### src/rtl/button_click_mode_controller_defines.svh
// ----------------------------------------------------------------------------
// button click mode controller assertion macros
// shared concurrent checks, clocked on clk and disabled while in reset
// ----------------------------------------------------------------------------
`ifndef BUTTON_CLICK_MODE_CONTROLLER_DEFINES_SVH
`define BUTTON_CLICK_MODE_CONTROLLER_DEFINES_SVH

// same-cycle implication
`define BCMC_ASSERT_NOW(label, ante, cons, msg) \
    label: assert property (@(posedge clk) disable iff (!rst_n) (ante) |-> (cons)) \
        else $error(msg);

// next-cycle implication
`define BCMC_ASSERT_NEXT(label, ante, cons, msg) \
    label: assert property (@(posedge clk) disable iff (!rst_n) (ante) |=> (cons)) \
        else $error(msg);

`endif

### src/rtl/bcmc_pkg.sv
// ----------------------------------------------------------------------------
// bcmc_pkg
// types and constants of the button click mode controller
// ----------------------------------------------------------------------------
package bcmc_pkg;

    localparam int TIME_W   = 48;
    localparam int SPAN_W   = 24;
    localparam int APB_ADDR_W = 3;
    localparam int APB_DATA_W = 32;

    typedef enum logic [1:0] {
        KIND_CONTROL,
        KIND_RAIN,
        KIND_POLL
    } kind_t;

    typedef enum logic [1:0] {
        MODE_NORMAL,
        MODE_CROSS,
        MODE_RAIN,
        MODE_AP
    } mode_t;

    typedef enum logic [1:0] {
        CLICK_NONE,
        CLICK_SHORT,
        CLICK_LONG
    } click_t;

    // register index, taken from paddr[2]
    typedef enum logic {
        REG_DEBOUNCE,
        REG_LONG_CLICK
    } reg_idx_t;

    typedef struct packed {
        kind_t               kind;
        logic                pin_level;
        logic [TIME_W-1:0]   time_us;
    } item_t;

    typedef struct packed {
        mode_t mode;
        logic  attention;
        logic  leds_off;
        logic  enter_access_point;
        logic  leave_access_point;
    } result_t;

    typedef struct packed {
        logic [SPAN_W-1:0] dbc_span;
        logic [SPAN_W-1:0] long_click_span;
    } cfg_t;

endpackage

### src/rtl/bcmc_core.sv
// ----------------------------------------------------------------------------
// bcmc_core
// button state, pending clicks and operating mode; next result is combinational
// ----------------------------------------------------------------------------
module bcmc_core
    import bcmc_pkg::*;
(
    input  logic    clk,
    input  logic    rst_n,
    input  logic    take,
    input  item_t   item,
    input  cfg_t    cfg,
    output result_t result
);

    logic                ctrl_level_reg, ctrl_level_next;
    logic [TIME_W-1:0]   ctrl_last_reg, ctrl_last_next;
    logic                rain_level_reg, rain_level_next;
    logic [TIME_W-1:0]   rain_last_reg, rain_last_next;
    click_t              ctrl_pending_reg, ctrl_pending_next;
    logic                rain_pending_reg, rain_pending_next;
    mode_t               mode_reg, mode_next;
    logic                attention_reg, attention_next;

    logic [TIME_W:0]     now_ext;
    logic [TIME_W:0]     ctrl_dbc_sum;
    logic [TIME_W:0]     ctrl_long_sum;
    logic [TIME_W:0]     rain_dbc_sum;
    logic                ctrl_past_dbc;
    logic                ctrl_past_long;
    logic                rain_past_dbc;
    logic                is_poll;
    logic                short_in_ap;

    // sums are one bit wider so that last + span never wraps
    assign now_ext       = {1'b0, item.time_us};
    assign ctrl_dbc_sum  = {1'b0, ctrl_last_reg}
                         + {{(TIME_W+1-SPAN_W){1'b0}}, cfg.dbc_span};
    assign ctrl_long_sum = {1'b0, ctrl_last_reg}
                         + {{(TIME_W+1-SPAN_W){1'b0}}, cfg.long_click_span};
    assign rain_dbc_sum  = {1'b0, rain_last_reg}
                         + {{(TIME_W+1-SPAN_W){1'b0}}, cfg.dbc_span};
    assign ctrl_past_dbc  = now_ext > ctrl_dbc_sum;
    assign ctrl_past_long = now_ext > ctrl_long_sum;
    assign rain_past_dbc  = now_ext > rain_dbc_sum;

    assign is_poll     = item.kind == KIND_POLL;
    assign short_in_ap = ctrl_pending_reg == CLICK_SHORT && mode_reg == MODE_AP;

    // button edges and pending clicks
    always_comb
    begin
        ctrl_level_next   = ctrl_level_reg;
        ctrl_last_next    = ctrl_last_reg;
        rain_level_next   = rain_level_reg;
        rain_last_next    = rain_last_reg;
        ctrl_pending_next = ctrl_pending_reg;
        rain_pending_next = rain_pending_reg;
        attention_next    = attention_reg;
        unique case (item.kind)
            KIND_CONTROL:
            begin
                if (item.pin_level && ctrl_past_dbc)
                begin
                    ctrl_pending_next = ctrl_past_long ? CLICK_LONG : CLICK_SHORT;
                end
                ctrl_level_next = item.pin_level;
                ctrl_last_next  = item.time_us;
            end
            KIND_RAIN:
            begin
                if (item.pin_level && !rain_level_reg && rain_past_dbc)
                begin
                    rain_pending_next = 1'b1;
                end
                rain_level_next = item.pin_level;
                rain_last_next  = item.time_us;
            end
            KIND_POLL:
            begin
                attention_next    = !ctrl_level_reg && (ctrl_last_reg != '0)
                                  && ctrl_past_long;
                ctrl_pending_next = CLICK_NONE;
                // a short click leaving access point keeps the rain click waiting
                if (!short_in_ap)
                begin
                    rain_pending_next = 1'b0;
                end
            end
            default:
            begin
                ctrl_pending_next = ctrl_pending_reg;
            end
        endcase
    end

    // operating mode, next state
    always_comb
    begin
        mode_next = mode_reg;
        if (is_poll)
        begin
            unique case (ctrl_pending_reg)
                CLICK_SHORT:
                begin
                    if (mode_reg == MODE_AP)
                    begin
                        mode_next = MODE_NORMAL;
                    end
                    else
                    begin
                        mode_next = (mode_reg == MODE_CROSS) ? MODE_NORMAL : MODE_CROSS;
                    end
                end
                CLICK_LONG:
                begin
                    mode_next = MODE_AP;
                end
                default:
                begin
                    mode_next = mode_reg;
                end
            endcase
            if (rain_pending_reg && !short_in_ap)
            begin
                if (mode_next == MODE_NORMAL)
                begin
                    mode_next = MODE_RAIN;
                end
                else if (mode_next == MODE_RAIN)
                begin
                    mode_next = MODE_NORMAL;
                end
            end
        end
    end

    // result of this item
    always_comb
    begin
        result.mode               = mode_next;
        result.attention          = attention_next;
        result.leds_off           = is_poll && (ctrl_pending_reg == CLICK_SHORT
                                             || ctrl_pending_reg == CLICK_LONG);
        result.enter_access_point = is_poll && ctrl_pending_reg == CLICK_LONG;
        result.leave_access_point = is_poll && short_in_ap;
    end

    always_ff @(posedge clk or negedge rst_n)
    begin
        if (!rst_n)
        begin
            ctrl_level_reg   <= 1'b0;
            ctrl_last_reg    <= '0;
            rain_level_reg   <= 1'b0;
            rain_last_reg    <= '0;
            ctrl_pending_reg <= CLICK_NONE;
            rain_pending_reg <= 1'b0;
            mode_reg         <= MODE_NORMAL;
            attention_reg    <= 1'b0;
        end
        else if (take)
        begin
            ctrl_level_reg   <= ctrl_level_next;
            ctrl_last_reg    <= ctrl_last_next;
            rain_level_reg   <= rain_level_next;
            rain_last_reg    <= rain_last_next;
            ctrl_pending_reg <= ctrl_pending_next;
            rain_pending_reg <= rain_pending_next;
            mode_reg         <= mode_next;
            attention_reg    <= attention_next;
        end
    end

endmodule

### src/rtl/button_click_mode_controller.sv
// ----------------------------------------------------------------------------
// button_click_mode_controller
// debounced short/long press detector driving the operating mode
//
//   channel   signals                          direction
//   item      item_valid, item_ready, item     in  (kind, pin_level, time_us)
//   result    result_valid, result_ready, result  out (mode, attention, pulses)
//   config    psel, penable, pwrite, paddr, pwdata, prdata, pready
//
// one item per cycle unless the result stalls; each result is valid in the cycle after its transfer
// the result register decouples the sides: a new item is taken whenever the
// result register is empty or its result is taken in the same cycle
// a stalled result holds the block's state; no item is lost or repeated
// reset clears button state, pending clicks and mode, and loads the config defaults
// ----------------------------------------------------------------------------
`include "button_click_mode_controller_defines.svh"

module button_click_mode_controller
    import bcmc_pkg::*;
(
    input  logic                  clk,
    input  logic                  rst_n,
    input  logic                  item_valid,
    output logic                  item_ready,
    input  item_t                 item,
    output logic                  result_valid,
    input  logic                  result_ready,
    output result_t               result,
    input  logic                  psel,
    input  logic                  penable,
    input  logic                  pwrite,
    input  logic [APB_ADDR_W-1:0] paddr,
    input  logic [APB_DATA_W-1:0] pwdata,
    output logic [APB_DATA_W-1:0] prdata,
    output logic                  pready
);

    cfg_t     cfg_reg;
    reg_idx_t reg_idx;
    logic     cfg_write;
    logic     take;
    logic     result_valid_reg, result_valid_next;
    result_t  result_reg;
    result_t  core_result;

    assign pready    = 1'b1;
    assign reg_idx   = reg_idx_t'(paddr[2]);
    assign cfg_write = psel && penable && pwrite;

    always_comb
    begin
        unique case (reg_idx)
            REG_DEBOUNCE:
                prdata = {{(APB_DATA_W-SPAN_W){1'b0}}, cfg_reg.dbc_span};
            REG_LONG_CLICK:
                prdata = {{(APB_DATA_W-SPAN_W){1'b0}}, cfg_reg.long_click_span};
            default:
                prdata = '0;
        endcase
    end

    always_ff @(posedge clk or negedge rst_n)
    begin
        if (!rst_n)
        begin
            cfg_reg.dbc_span        <= SPAN_W'(50000);
            cfg_reg.long_click_span <= SPAN_W'(1500000);
        end
        else if (cfg_write)
        begin
            if (reg_idx == REG_DEBOUNCE)
            begin
                cfg_reg.dbc_span <= pwdata[SPAN_W-1:0];
            end
            else
            begin
                cfg_reg.long_click_span <= pwdata[SPAN_W-1:0];
            end
        end
    end

    assign item_ready = !result_valid_reg || result_ready;
    assign take       = item_valid && item_ready;

    bcmc_core u_core
    (
        .clk    (clk),
        .rst_n  (rst_n),
        .take   (take),
        .item   (item),
        .cfg    (cfg_reg),
        .result (core_result)
    );

    always_comb
    begin
        result_valid_next = result_valid_reg;
        if (take)
        begin
            result_valid_next = 1'b1;
        end
        else if (result_ready)
        begin
            result_valid_next = 1'b0;
        end
    end

    always_ff @(posedge clk or negedge rst_n)
    begin
        if (!rst_n)
        begin
            result_valid_reg <= 1'b0;
        end
        else
        begin
            result_valid_reg <= result_valid_next;
        end
    end

    always_ff @(posedge clk)
    begin
        if (take)
        begin
            result_reg <= core_result;
        end
    end

    assign result_valid = result_valid_reg;
    assign result       = result_reg;

    `BCMC_ASSERT_NOW(a_enter_is_ap, result_valid && result.enter_access_point, result.mode == MODE_AP, "enter pulse without access point mode")
    `BCMC_ASSERT_NOW(a_leave_is_normal, result_valid && result.leave_access_point, result.mode == MODE_NORMAL, "leave pulse without normal mode")
    `BCMC_ASSERT_NOW(a_pulse_leds, result_valid && (result.enter_access_point || result.leave_access_point), result.leds_off && !(result.enter_access_point && result.leave_access_point), "access point pulse without single leds pulse")
    `BCMC_ASSERT_NEXT(a_drain, result_valid && result_ready && !take, !result_valid, "result register not emptied after transfer")

endmodule
### config.mk
export PLATFORM = sky130hd
export DESIGN_NAME = button_click_mode_controller
export DESIGN_NICKNAME = d
export VERILOG_FILES = /design/src/rtl/bcmc_pkg.sv /design/src/rtl/bcmc_core.sv /design/src/rtl/button_click_mode_controller.sv
export VERILOG_INCLUDE_DIRS = /design/src /design/src/rtl
export SDC_FILE = /design/constraint.sdc
export NUM_CORES = 1
export LEC_CHECK = 0
export BUFFER_PORTS_ARGS = -buffer_cell sky130_fd_sc_hd__buf_2
export CAP_MARGIN = 20
export CORE_ASPECT_RATIO = 0.75
export CORE_UTILIZATION = 55
export CTS_CLUSTER_SIZE = 25
export DETAILED_ROUTE_END_ITERATION = 7
export HOLD_SLACK_MARGIN = 0.1
export PLACE_DENSITY_LB_ADDON = 0.2
export SLEW_MARGIN = 20
export SYNTH_ARGS = -nofsm -noshare
export SYNTH_HDL_FRONTEND = slang
export SYNTH_SLANG_ARGS = --single-unit
### constraint.sdc
create_clock -name clk -period 7.5 [get_ports clk]
set_clock_uncertainty 0.05 [all_clocks]
set_input_delay 0.375 -clock clk [delete_from_list [all_inputs] [get_ports clk]]
set_output_delay 0.375 -clock clk [all_outputs]
set_load 0.02 [all_outputs]
==> results.toml, run 1 <==
[outcome]
status = "complete, no violations"

[global_routing]
grt_max_degree = 84
grt_usage_pct = 29.92
grt_pass1_vias = 11407
antenna_found_initial = 1
grt_pass1_wl_mm = 62.07
grt_overflow = 0

[yosys]
ys_seq_elements = 159
yosysTopAreaCell = "dfrtp_1"
synth_area_per_cell_um2 = 9.652
synthArstFlopShare_pct = 96.23
synth_cells = 1493
synth_edf_count = 6
synth_warnings = 0
seq_area_frac_synth_pct = 27.96
synth_area_um2 = 14410
synth_area_leaders = "dfrtp_1, ha_1, mux2_2, xor2_1, xnor2_1"
synthDistinctLibCells = 63
synth_ff_type = "dfrtp_1"
yosysTopAreaCellShare_pct = 23.79

[power_and_ir_drop]
p_leak_nw = 7.147
peakVddDrop_uv = 219.5
p_per_area_nw_per_um2 = 314.9

[worst_setup_path]
arrival_ns = 6.15
slowest_delay_ns = 0.57
slowest_stage = "or4_4"
cp-end-kind = "flop"
start_kind = "flop"
cp_common_cell = "or4_4"
crit_type = "flop to flop"
critPathBufInv = 1
path_cells = "ha_1 > a211oi_1 > o21a_1 > o31a_1 > o311a_1 > o211a_1 > o31ai_2 > a21oi_1 > buf_4 > nand3b_1 > xor2_1 > ha_1 > nand4_1 > nor2_1 > nand2_1 > or4_4 > or4_4 > or4_4 > nand3_1 > o22ai_1"
rrSetupSlack_ns = 1.47
crit_required_ns = 7.62
cp_top_family = "simple AND/OR/NAND/NOR gates"
path_max_fanout = 12

[finish]
num_antenna_cells = 0
fin_nets = 1907
layout_common_cells = "ha_1, mux2_2, dfrtp_1"
layout-drive-gt1-share_pct = 21.77
finalCoreUtilization_pct = 62.48
area_growth_pct = 9.863
layout_commonest_cell = "ha_1"
final_area_um2 = 15830

[clock_network]
cts_tree = "yes"
cts_root_buf = "clkbuf_16"
h-tree-depth = 4
cts_resized = 0
clk_latency_ns = 0.45
path_clk_slew_ns = 0.07
post-cts-setup-buffers = 0
cts_buffers = 17
cts.sinks = 159
clockBufferDepth = 2

[floorplanning]
rows = 50
die-area_um2 = 26860
core_area_um2 = 25340
fp.dieW_um = 188.9
io_pins = 134
start_util_pct = 56.87
die_h_um = 142.2

[place]
place_ws_ns = 1.551
gp_congestion = 0.9187
dpl_cell_area_um2 = 15270
dp_hpwl_mm = 30.15
portBuffers = 114

[sta]
maxSlewHeadroom_pct = 25.54
final.period_utilization_pct = 80.37
setup_tns_ns = 0
worst_pin_slew_ns = 1.089
maxSlewViolCount = 0
rsz0062_at_grt = "false"
fmax_mhz = 165.9
setup_ws_ns = 1.472
fin_crit_ns = 6.028
hold_viol = 0
holdWs_ns = 0.1226
setup_violations = 0

[drt]
drt-total-wl_mm = 38.83
vias_per_cell = 6.192
vias = 12018
drtAntennaViolNets = 0
drt_pre_antenna_iters = 5
drc = 0
post_drt_wl_per_cell_um = 20.01
drtIter0Drc = 877

[worst_hold_path]
min_path_type = "input port to flop"

[flow_run]
drv_cap = 0
-- logic make-up (layout without fill, tap and decap cells) --
family | after synthesis | count (layout) | share of synthesized area [%]
compound gates | 326 | 326 | 14.70
xor+xnor | 134 | 134 | 8.145
fa+ha+maj | 224 | 224 | 19.61
buf+inv | 96 | 199 | 2.744
flops | 159 | 159 | 27.96
mux | 168 | 168 | 13.12
other cells | 2 | 9 | 0.05212
simple gates | 384 | 384 | 13.68
-- final cells by class --
cell class / count / area (µm²)
Multi-Input combinational cell: 1245 / 10020
Fill cell: 2168 / 9505
Sequential cell: 159 / 4029
Timing Repair Buffer: 128 / 689.4
Clock buffer: 21 / 460.4
Tap cell: 338 / 422.9
Inverter: 39 / 146.4
Clock inverter: 11 / 66.31
-- what timing repair did --
| item | in CTS | in global routing |
|---|---|---|
| hold endpoints to repair | 76 | 0 |
| setup endpoints to repair | 0 | 0 |
| hold buffers | 3 | 0 |
-- power breakdown --
group	internal (mW)	switching, mW
clock	0.437	0.382
sequential	1.07	0.265
combinational	1.28	1.55
-- Yosys cell counts, types with 7 or more instances --
cell type / count
buf_4: 9
nand4_1: 54
o211ai_1: 14
nor3_1: 22
and3_1: 16
buf_1: 8
a21oi_1: 97
a211oi_1: 16
nor2b_1: 15
o21bai_1: 9
dfrtp_1: 137
and2_1: 7
nand2b_1: 22
nand2_1: 75
o21a_1: 21
clkbuf_1: 39
mux2_2: 167
nor4_1: 19
xor2_1: 70
a2111oi_0: 9
a21o_1: 58
o21ai_0: 53
xnor2_1: 64
nor2_1: 84
dfstp_2: 16
inv_1: 39
nand3_1: 43
ha_1: 221
-- stage by stage --
stage	cells	power [mW]
after floorplan	1500	3.394
after global placement	1906	4.018
after detailed placement	1906	4.109
after CTS	1941	4.958
after global routing	1941	5.400
final	1941	4.986
-- worst register-to-register path, stage by stage, from the launching register on --
cell	delay (ns)
dfrtp_1	0.48
ha_1	0.35
a211oi_1	0.11
o21a_1	0.22
o31a_1	0.33
o311a_1	0.37
o211a_1	0.27
o31ai_2	0.31
a21oi_1	0.11
buf_4	0.19
nand3b_1	0.18
xor2_1	0.17
ha_1	0.28
nand4_1	0.09
nor2_1	0.18
nand2_1	0.12
or4_4	0.56
or4_4	0.57
or4_4	0.53
nand3_1	0.16
o22ai_1	0.13
-- metal layers --
layer | GRT usage, % | vias up | wire length, µm
met5 | 0 | - | 13
li1 | - | 5755 | -
met4 | 7.131 | 2 | 493
met2 | 43.63 | 408 | 16130
met3 | 6.706 | 41 | 2947
met1 | 44.48 | 5812 | 19250
-- final timing paths --
check,start,to,cells after the start
max,u_core.ctrl_last_reg[1],result[3],20
min,pwdata[19],cfg_reg[19],2
max reg2reg,u_core.ctrl_last_reg[1],result[3],20
min reg2reg,u_core.rain_last_reg[0],u_core.rain_last_reg[0],2
max in group asynchronous,rst_n,u_core.ctrl_last_reg[27],3
min in group asynchronous,rst_n,u_core.rain_last_reg[9],2
Power figures use the tool's default switching activity.
==> run 2, diff against run 1 <==
==> constraint.sdc (replaced) <==
create_clock -name clk -period 5.65 [get_ports clk]
set_clock_uncertainty 0.05 [all_clocks]
set_input_delay 0.2825 -clock clk [delete_from_list [all_inputs] [get_ports clk]]
set_output_delay 0.2825 -clock clk [all_outputs]
set_load 0.02 [all_outputs]
==> run 2 against run 1 <==
Net effect: clock power rose by 44%; first-iteration DRC count is 20% higher; design area grew 5.9%; sequential cell count is the same; total power is 42% higher; worst hold slack lost 0.012 ns; critical path depth unchanged; worst setup slack got worse by 1.4 ns; critical path type unchanged; critical endpoint is now u_core.ctrl_pending_reg[1]; largest cell class unchanged.
==> results.toml, run 2 (synthesized netlist as in run 1, its figures left out) <==
[outcome]
status = "complete, no violations"

[floorplanning]
io_pins = 134
die_h_um = 142.2
die-area_um2 = 26860
fp.dieW_um = 188.9
rows = 50
core_area_um2 = 25340
start_util_pct = 56.87

[clock_network]
path_clk_slew_ns = 0.07
cts.sinks = 159
clockBufferDepth = 2
clk_latency_ns = 0.45
h-tree-depth = 4
cts_buffers = 17
cts_root_buf = "clkbuf_16"
cts_tree = "yes"

[worst_setup_path]
crit_type = "flop to flop"
cp-end-kind = "flop"
rrSetupSlack_ns = 0.04
reg2reg_depth = 20
crit_required_ns = 5.93
start_kind = "flop"
arrival_ns = 5.89
timing.rr.end = "u_core.ctrl_pending_reg[1]"
path_max_fanout = 6
reg2reg_from = "cfg_reg[3]"

[finish]
finalCoreUtilization_pct = 66.16
layout_commonest_cell = "ha_1"
nFillCells = 2027
final_area_um2 = 16760
layout-drive-gt1-share_pct = 25.33
layout_common_cells = "ha_1, mux2_2, dfrtp_1"
num_antenna_cells = 0
area_growth_pct = 16.33
fin_nets = 1987

[power_and_ir_drop]
power.internal_mw = 3.989
p_total_mw = 7.055
p_per_area_nw_per_um2 = 420.9
comb_power_share_pct = 58.5
power_switching_mw = 3.066
pwr-share-seq_pct = 24.8
pwr-share-clk_pct = 16.7
p_sw_share_pct = 43.46
peakVddDrop_uv = 287.7
p_leak_nw = 7.598

[drt]
drtIter0Drc = 1052
drt_pre_antenna_iters = 6
vias = 12496
drc = 0
drtAntennaViolNets = 0
vias_per_cell = 6.186
drt-total-wl_mm = 41.47
post_drt_wl_per_cell_um = 20.53

[global_routing]
grt_pass1_wl_mm = 64.47
grt_max_degree = 99
grt_pass1_vias = 11876
grt_usage_pct = 31.10
antenna_found_initial = 0
grt_overflow = 0

[worst_hold_path]
min_path_type = "input port to flop"
hold_end = "u_core.rain_last_reg[39]"
worstHoldStart = "item[39]"
whs_path_depth = 2

[sta]
fmax_mhz = 178.2
fin_crit_ns = 5.611
setup_tns_ns = 0
maxSlewHeadroom_pct = 33.45
rsz0062_at_grt = "true"
maxSlewViolCount = 0
setup_violations = 0
final.period_utilization_pct = 99.31
worst_pin_slew_ns = 0.9983
setup_ws_ns = 0.03926
hold_viol = 0

[flow_run]
drv_cap = 0

[place]
dp_hpwl_mm = 31.47
gp_congestion = 0.9405
portBuffers = 114
place_ws_ns = -0.04913
dpl_cell_area_um2 = 15650
-- run 2: changes by cell type in the layout (fill, tap and decap cells not counted), moves of 3 or more --
cell	previous run	this run
buf_4	11	62
ha_1	221	217
a2111oi_0	8	5
dlygate4sd3_1	3	30
a21oi_1	97	94
ha_4	0	3
-- run 2: worst max path at each step --
stage / depth (start not counted) / slack (ns) / from / end
after floorplan: 20 / 0.24 / u_core.ctrl_last_reg[1] / u_core.ctrl_pending_reg[1]
after global placement: 20 / 0.03 / cfg_reg[1] / u_core.ctrl_pending_reg[1]
after detailed placement: 20 / -0.05 / cfg_reg[3] / u_core.ctrl_pending_reg[1]
after CTS: 20 / 0.004 / cfg_reg[3] / u_core.ctrl_pending_reg[1]
after global routing: 20 / -0.09 / cfg_reg[3] / u_core.ctrl_pending_reg[1]
final: 20 / 0.04 / cfg_reg[3] / u_core.ctrl_pending_reg[1]
-- run 2: per-stage QoR --
stage,cells,hold WS (ns)
final,2020,0.1102
after global routing,2020,0.1055
after CTS,2016,0.1011
after detailed placement,1955,0.4093
after global placement,1955,0.3917
after floorplan,1500,-0.06309
-- run 2: layer usage --
layer	routed length (µm)	track usage, %	vias up
met1	20410	46.20	6038
met4	696	8.489	0
met3	3025	5.819	48
met2	17340	45.82	491
met5	0	0	-
li1	-	-	5919
-- run 2: power groups by stage --
stage	combinational (mW)	clock [mW]	sequential (mW)
6_report	4.13	1.18	1.75
5_1_grt	4.56	1.23	1.78
4_1_cts	3.96	1.19	1.73
3_5_place_dp	3.90	0	1.75
3_3_place_gp	3.77	0	1.73
2_1_floorplan	2.90	0	1.61
-- run 2: final cells by class --
| cell class | count | area [µm²] | share of cell area [%] |
|---|---|---|---|
| multi-input cells | 1245 | 10210 | 60.88 |
| flip-flops and latches | 159 | 4030 | 24.04 |
| repair buffers | 208 | 1388 | 8.277 |
| clock buffers | 20 | 456.7 | 2.724 |
| well taps | 338 | 422.9 | 2.523 |
| inverters | 39 | 146.4 | 0.8733 |
| clock inverters | 11 | 113.9 | 0.6792 |
-- run 2: what timing repair did --
action,in CTS,in global routing
hold buffers,30,0
resized for setup,3,33
setup buffers,0,3
gates cloned,0,1
endpoints found under the hold margin,139,0
endpoints found under the setup margin,4,5
pin swaps,1,16
-- run 2: critical path, cell delays in order (launching register included) --
cell and delay [ns]:
dfrtp_1 0.43, ha_4 0.30, o21ai_2 0.06, o21a_1 0.20, o31a_1 0.36, o311a_1 0.39
o211a_1 0.28, o31ai_4 0.32, a21oi_4 0.12, buf_12 0.16, nand3b_1 0.16, xor2_1 0.16
ha_1 0.29, nand4_1 0.09, nor2_2 0.12, nand2_1 0.08, or4_4 0.42, or4_4 0.56
or4_4 0.56, and3_4 0.16, a22o_1 0.20
